`config.mk`:
```
export PLATFORM = sky130hd
export DESIGN_NAME = tte_ctrl
export DESIGN_NICKNAME = d
export VERILOG_FILES = /design/src/sv/tte_pkg.sv /design/src/sv/tte_ctrl.sv
export SDC_FILE = /design/constraint.sdc
export NUM_CORES = 1
export LEC_CHECK = 0
export BUFFER_PORTS_ARGS = -buffer_cell sky130_fd_sc_hd__buf_2
export CAP_MARGIN = 25
export CORE_AREA = 8 8 45 47
export CTS_BUF_LIST = sky130_fd_sc_hd__clkbuf_8
export DETAILED_ROUTE_END_ITERATION = 16
export DIE_AREA = 0 0 53 55
export HOLD_SLACK_MARGIN = 0.1
export PLACE_DENSITY_LB_ADDON = 0.05
export SLEW_MARGIN = 20
export SYNTH_ARGS = -nofsm -noshare
export SYNTH_HDL_FRONTEND = slang
export SYNTH_SLANG_ARGS = --single-unit
```
`constraint.sdc`:
```
create_clock -name i_clk -period 2.33 [get_ports i_clk]
set_clock_uncertainty 0.1 [all_clocks]
set_input_delay 0.3495 -clock i_clk [delete_from_list [all_inputs] [get_ports i_clk]]
set_output_delay 0.3495 -clock i_clk [all_outputs]
set_load 0.03 [all_outputs]
```
`src/sv/tte_pkg.sv`:
```
// Shared types, action codes and constants for the transposition table engine.
// No dependencies; every other file imports this package.
`default_nettype none

package tte_pkg;

    localparam int TT_ENTRIES = 4096;
    localparam int TT_IDX_W   = $clog2(TT_ENTRIES);
    localparam int TT_CNT_W   = $clog2(TT_ENTRIES + 1);

    localparam logic [2:0] ACT_PROBE = 3'd0;
    localparam logic [2:0] ACT_FETCH = 3'd1;
    localparam logic [2:0] ACT_STORE = 3'd2;
    localparam logic [2:0] ACT_AGE   = 3'd3;
    localparam logic [2:0] ACT_COUNT = 3'd4;
    localparam logic [2:0] ACT_CLEAR = 3'd5;

    localparam logic signed [15:0] MATE_HIGH = 16'sd9000;
    localparam logic signed [15:0] MATE_LOW  = -16'sd9000;
    localparam logic [12:0]        COUNT_MAX = 13'd8191;

    typedef struct packed {
        logic [2:0]         action;
        logic [63:0]        search_key;
        logic [7:0]         want_depth;
        logic [7:0]         new_depth;
        logic signed [15:0] new_score;
        logic [7:0]         ply_from_root;
        logic [15:0]        best_move;
        logic [1:0]         bound_kind;
    } t_tte_in;

    typedef struct packed {
        logic               key_match;
        logic               depth_enough;
        logic [63:0]        stored_key;
        logic [15:0]        stored_move;
        logic signed [15:0] stored_score;
        logic [7:0]         stored_depth;
        logic [1:0]         stored_bound;
        logic [12:0]        live_count;
    } t_tte_out;

    typedef struct packed {
        logic [15:0]        move;
        logic signed [15:0] score;
        logic [7:0]         depth;
        logic [1:0]         bound;
    } t_rec;

    typedef struct packed {
        logic load;
        logic exec;
        logic sweep;
        logic wipe;
        logic emit;
    } t_dp_cmd;

    typedef struct packed {
        logic sweep_last;
    } t_dp_stat;

endpackage

`default_nettype wire

```
`src/sv/tte_ctrl.sv`:
```
// Controller for the transposition table engine: accept, single-slot op and sweeps.
// Depends on tte_pkg; drives tte_dp through t_dp_cmd.
`default_nettype none

module tte_ctrl (
    input  wire               i_clk,
    input  wire               i_rst_n,
    input  wire               i_start,
    input  wire [2:0]         i_action,
    input  tte_pkg::t_dp_stat i_stat,
    output tte_pkg::t_dp_cmd  o_cmd,
    output logic              o_busy
);
    import tte_pkg::*;

    typedef enum logic [1:0] {
        S_INIT,
        S_IDLE,
        S_OP,
        S_SWEEP
    } t_state;

    t_state  r_state, n_state;
    logic    r_busy, n_busy;
    logic    r_wipe, n_wipe;
    t_dp_cmd cmd;

    always_comb begin
        n_state = r_state;
        n_busy  = r_busy;
        n_wipe  = r_wipe;
        cmd     = '0;
        unique case (r_state)
            S_INIT: begin
                cmd.sweep = 1'b1;
                cmd.wipe  = 1'b1;
                if (i_stat.sweep_last) begin
                    n_state = S_IDLE;
                    n_busy  = 1'b0;
                end
            end
            S_IDLE: begin
                if (i_start) begin
                    cmd.load = 1'b1;
                    n_busy   = 1'b1;
                    if (i_action == ACT_AGE || i_action == ACT_CLEAR) begin
                        n_state = S_SWEEP;
                        n_wipe  = (i_action == ACT_CLEAR);
                    end else begin
                        n_state = S_OP;
                    end
                end
            end
            S_OP: begin
                cmd.exec = 1'b1;
                cmd.emit = 1'b1;
                n_state  = S_IDLE;
                n_busy   = 1'b0;
            end
            S_SWEEP: begin
                cmd.sweep = 1'b1;
                cmd.wipe  = r_wipe;
                if (i_stat.sweep_last) begin
                    cmd.emit = 1'b1;
                    n_state  = S_IDLE;
                    n_busy   = 1'b0;
                end
            end
            default: begin
                n_state = S_IDLE;
                n_busy  = 1'b0;
            end
        endcase
    end

    always_ff @(posedge i_clk) begin
        if (!i_rst_n) begin
            r_state <= S_INIT;
            r_busy  <= 1'b1;
            r_wipe  <= 1'b1;
        end else begin
            r_state <= n_state;
            r_busy  <= n_busy;
            r_wipe  <= n_wipe;
        end
    end

    assign o_cmd  = cmd;
    assign o_busy = r_busy;

endmodule

`default_nettype wire

```
==> results by group, run 1 <==
Status
  • Status: finished clean

Timing
  • Fin Setup TNS: 0 ns
  • Setup WS post-layout: 0.561 ns
  • Slew HR: 84.6%
  • Fin crit share: 75.9%
  • Crit path time final: 1.77 ns
  • Hold Slack: between 0.2 and 0.25 ns
  • Slew at the pin with the worst max-slew slack: 0.230 ns
  • RSZ-0062 raised after global routing: false
  • Final setup viols: 0
  • Peak Freq: 0.565 GHz
  • Final-report hold violation count: 0
  • Max Transition Viols Final: 0

Placement
  • Gpl congestion: between 0.6 and 0.7
  • Hpwl dp: 644 um
  • Dpl cell area: 367 um2
  • Buffers on Ports: 12
  • Place WS: roughly 0.59 ns
  • Placed insts: 59

Synthesis
  • Post-synth top area share: around 28%
  • Post-synthesis simple-gate area fraction: 21.0%
  • Post-synthesis compound-gate area fraction: 22.3%
  • Mux contribution to synthesized area: 0%
  • Yosys cell types: 17
  • Mapped Nets: 43
  • Syn avg cell area: 9.24 um2
  • Area of the mapped netlist: 287 um2
  • Flops & latches, synth: 4
  • Largest family of logic cells by synthesized area: compound AO/OA/AOI/OAI gates
  • Synthesized instance count: 31
  • YS warnings: 0
  • Post-synth top area cell: dfxtp_1
  • Post-Synth Adder-Cell Area: around 22%
  • Synth Area in XOR/XNOR: under 10%
  • Top cells by area, synth: dfxtp_1 (28%), ha_1 (22%), o21ai_0 (7.0%), a21boi_0 (5.2%), nor2b_4 (4.8%)
  • Sequential element share of the synthesized area: 27.9%

Worst setup path
  • CP Data Required Time: 1.88 ns
  • Nature of the critical path endpoint: output pin
  • Buf/Inv on CP: 2
  • CP Launch Type: flop
  • Stages on worst setup path: 4
  • Reg2Reg Setup Slack: 0.61 ns
  • RR Startpoint: r_state[0]
  • Critical Path, Cell by Cell: inv_1, ha_1, nor2_1, buf_2
  • Crit-path leading delay family: flip-flops
  • Reg2reg end: r_state[0]
  • CP startpoint: r_state[0]
  • CP Capture Point: o_cmd[1]
  • Maximum fanout along the worst path: 4
  • Classification of the worst setup path: flop to output pin
  • Worst r2r path cells: 5
  • Slowest CP cell: dfxtp_1
  • CP Data Arrival Time: 1.32 ns
  • CP peak stage delay: 0.38 ns

Clocking
  • Worst-Skew Late Latency: roughly 0.21 ns
  • Clk root buf: clkbuf_8
  • Setup Buffers After CTS: 0
  • CTS sink cnt: 4
  • H-tree Lvls: 1
  • Clock Tree Buf Depth: 2
  • # hold bufs at CTS: 0
  • Worst-path clk slew: approximately 0.030 ns
  • CTS Buf Count: 3
  • Resized Gates After CTS: 0
  • TritonCTS clock tree: done

Power
  • Sw Ratio: 36.6%
  • Pwr dens: 969 nW/um2
  • Sequential share of power: 23.0%
  • P_leak: 0.210 nW
  • VDD IR max: 0.283 mV
  • Clock share of power: between 30% and 40%
  • P_sw: 0.145 mW
  • Total power: 0.395 mW
  • Pint: ~0.25 mW
  • Power share of the combinational group: 41.8%

Cells and area
  • Commonest non-fill, non-tap cell in the layout: buf_2
  • Multi-input gate area: roughly 200 um2
  • Diode count: 0
  • Area Overhead vs Synth: 42.4%
  • Fraction of layout instances using a drive strength above 1: 39.1%
  • Final core utilization: 29.5%
  • Nets: 60
  • Post-route insts no fill: 62
  • Final Cell Area: roughly 410 um2
  • Reg area: 80.1 um2
  • Commonest non-fill, non-tap cells in the layout: buf_2 (12), ha_1 (5), o21ai_0 (4), dfxtp_1 (4)
  • Fill cells: approximately 160

Floorplanning
  • Cell row count: 14
  • Starting Density: between 20% and 30%
  • # IOs: 13
  • Core Region: between 1000 and 1500 um2
  • DIE AREA: 2920 um2
  • Die Ht: 55 um
  • Die width: 53 um

GRT
  • Vias in the first global route: just over 300
  • Initial antenna violation count: 0
  • GR Overflow Total: 0
  • First-pass GRT wire length: 1280 um
  • GRT Overall Usage: approximately 5.7%
  • Pin count of the biggest net entering global routing: 5

Job
  • Maxcap violations: 0

Routing
  • Via count: between 200 and 300
  • DRC Markers: 0
  • Drt wl/cell: roughly 12 um
  • Detailed Routing Iterations Pass 1: 1
  • Vias/cell: 4.53
  • Number of nets with antenna violations after routing: 0
  • DRT iter0 DRCs: 0
  • Post-Route WL: 724 um

Min path
  • Hold Crit Class: primary input to flop
flip-flops by register name, indices dropped and copies added, names as in the netlist:
name / flops
r_state: 2
o_busy: 1
r_wipe: 1
power groups by stage:
stage / sequential, mW / clock (mW) / combinational, mW
6_report: 0.0911 / 0.139 / 0.165
3_3_place_gp: 0.0928 / 0 / 0.165
5_1_grt: 0.0933 / 0.150 / 0.185
3_5_place_dp: 0.0932 / 0 / 0.168
2_1_floorplan: 0.0978 / 0 / 0.112
4_1_cts: 0.0920 / 0.144 / 0.169
logic make-up (layout without fill, tap and decap cells):
kind of cell,Yosys count,count (layout)
AO/OA/AOI/OAI,10,10
AND/OR/NAND/NOR,8,8
adder cells (fa/ha/maj),5,5
flip-flops,4,4
buffers and inverters,3,18
XOR/XNOR,1,1
metal layers:
| metal | GRT usage (%) | wire (um) | up-vias |
|---|---|---|---|
| li1 | - | - | 138 |
| met1 | 6.22 | 300 | 129 |
| met2 | 9.38 | 334 | 14 |
| met3 | 3.48 | 89 | 0 |
| met4 | 1.29 | 0 | 0 |
| met5 | 0 | 0 | - |
how the worst min path moves through the flow:
stage | from | to | slack, ns | cells after the start
global placement | o_busy | o_busy | 0.40 | 2
floorplan | i_rst_n | o_busy | 0.32 | 1
global route | i_rst_n | o_busy | 0.27 | 2
detailed placement | o_busy | o_busy | 0.41 | 2
CTS | i_rst_n | o_busy | 0.25 | 2
finish | i_rst_n | o_busy | 0.25 | 2
Yosys cell counts, drive strengths merged:
cell type / n
a21oi: 1
inv: 3
xor2: 1
nand3: 1
nor2b: 1
nor2: 2
o21ai: 4
dfxtp: 4
or3b: 1
a21o: 1
and2: 2
o211a: 1
nand4b: 1
ha: 5
a21boi: 2
a31oi: 1
final cells by class:
| cell class | count | share of cell area [%] |
|---|---|---|
| timing repair buffer | 12 | 14.7 |
| clock buffer | 3 | 10.1 |
| sequential | 4 | 19.6 |
| inverter | 3 | 2.76 |
| multi-input combinational | 24 | 47.9 |
| tap | 16 | 4.91 |
worst register-to-register path: stages (launching register included):
cell and delay [ns]:
dfxtp_1 0.38, inv_1 0.09, ha_1 0.33, nor2_1 0.09, or3b_4 0.39, o211a_1 0.23
(Power assumes the default switching activity.)
==> run 2: changes to the inputs <==
clock period = 1.77 ns   (was 2.33 ns; I/O delays follow)
==> results by group, run 2 (synthesis results as in run 1) <==
Routing
  • Vias/cell: 4.29
  • Metal3 WL: 64 um
  • Detailed Routing Iterations Pass 1: 3
  • DRT iter0 DRCs: 2
  • DRC Markers: 0
  • Max Used Layer: met3
  • Via count: 266
  • Wl on met1: 323 um
  • Drt wl/cell: 11.5 um
  • Number of nets with antenna violations after routing: 0
  • Post-Route WL: 714 um
  • WL met2: 326 um

Floorplanning
  • Starting Density: 20.7%
  • Cell row count: 14
  • Die width: 53 um
  • DIE AREA: slightly below 3000 um2
  • Die Ht: about 55 um
  • Core Region: approximately 1400 um2
  • # IOs: 13

Clocking
  • TritonCTS clock tree: done
  • CTS Buf Count: 3
  • Clk root buf: clkbuf_8
  • Worst-Skew Late Latency: 0.21 ns
  • # hold bufs at CTS: 0
  • Resized Gates After CTS: 0
  • Clock Tree Buf Depth: 2
  • Setup Buffers After CTS: 0
  • Worst-path clk slew: around 0.03 ns
  • CTS sink cnt: 4
  • H-tree Lvls: 1

GRT
  • Pin count of the biggest net entering global routing: 5
  • GR Overflow Total: 0
  • GRT Overall Usage: 5.46%
  • Vias in the first global route: approximately 310
  • Initial antenna violation count: 0
  • First-pass GRT wire length: 1170 um

Power
  • Sw Ratio: a little under two fifths
  • P_sw: 0.197 mW
  • Sequential share of power: 23.0%
  • Power share of the combinational group: a little over 40%
  • Clock share of power: 36.2%
  • Pwr dens: 1290 nW/um2
  • P_leak: 0.210 nW
  • VDD IR max: 0.340 mV
  • Pint: 0.331 mW

Placement
  • Buffers on Ports: 12
  • Gpl congestion: 0.661
  • Place WS: 0.0531 ns

Min path
  • Hold depth: 2
  • Hold Crit Class: primary input to flop

Timing
  • RSZ-0062 raised after global routing: false
  • Max Transition Viols Final: 0
  • Final setup viols: 0
  • Setup WS post-layout: approximately 0.067 ns
  • Crit path time final: 1.70 ns
  • Slew at the pin with the worst max-slew slack: 0.236 ns
  • Final-report hold violation count: 0
  • Fin Setup TNS: 0 ns
  • Peak Freq: 0.587 GHz
  • Fin crit share: 96.2%
  • Slew HR: 84.2%

Cells and area
  • Commonest non-fill, non-tap cells in the layout: buf_2 (12), ha_1 (5), o21ai_0 (4)
  • Commonest non-fill, non-tap cell in the layout: buf_2
  • Reg with most FFs: r_state
  • Area Overhead vs Synth: 42.8%
  • Fraction of layout instances using a drive strength above 1: ~41%
  • Max reg flops: 2
  • Diode count: 0
  • Nets: 60

Worst setup path
  • CP Data Required Time: 1.77 ns
  • CP Data Arrival Time: 1.70 ns
  • Classification of the worst setup path: flop to flop
  • Nature of the critical path endpoint: flop
  • Maximum fanout along the worst path: 4
  • Worst r2r path cells: 5
  • CP Launch Type: flop

Status
  • Status: finished clean

Job
  • Maxcap violations: 0
[run 2: cell count changes in the layout (fill, tap and decap cells not counted)]
cell     change
dfxtp_1      -1
dfxtp_2      +1
[run 2: final cells by class]
class	count	area, um2
Fill cell	155	975
Multi-Input combinational cell	24	195
Sequential cell	4	81.3
Timing Repair Buffer	12	60.1
Clock buffer	3	41.3
Tap cell	16	20.0
Inverter	3	11.3
[run 2: final timing paths]
kind / slack (ns) / endpoint / start
worst min register to register: 0.39 / o_busy / o_busy
worst min-delay path: 0.16 / o_busy / i_rst_n
worst max-delay path: 0.07 / r_state[0] / r_state[1]
worst max register to register: 0.07 / r_state[0] / r_state[1]
[run 2: routing by layer]
layer | vias to the layer above | track usage (%)
met4 | 0 | 5.17
met5 | - | 0
met1 | 118 | 5.61
li1 | 138 | -
met2 | 10 | 9.18
met3 | 0 | 1.07
[run 2: critical path: stages, from the launching register on]
cell and delay [ns]:
dfxtp_1 0.37, inv_1 0.10, ha_1 0.32, nor2_1 0.09, or3b_4 0.39, o211a_1 0.23
[run 2: through the flow]
| step | util (%) | instances | hold slack [ns] | instance area (um2) | total power [mW] |
|---|---|---|---|---|---|
| final | 29.6 | 62 | 0.161 | 409 | 0.528 |
| after CTS | 29.5 | 62 | 0.161 | 408 | 0.537 |
| after global routing | 29.6 | 62 | 0.171 | 409 | 0.564 |
| after floorplan | - | 31 | 0.237 | 287 | 0.277 |
| after detailed placement | 26.5 | 59 | 0.387 | 367 | 0.340 |
| after global placement | 26.5 | 59 | 0.383 | 367 | 0.339 |
[run 2: power groups by stage]
stage | sequential (mW) | combinational, mW | clock (mW)
global placement | 0.121 | 0.217 | 0
detailed placement | 0.122 | 0.217 | 0
floorplan | 0.129 | 0.148 | 0
finish | 0.122 | 0.215 | 0.191
global route | 0.124 | 0.238 | 0.201
CTS | 0.121 | 0.218 | 0.197
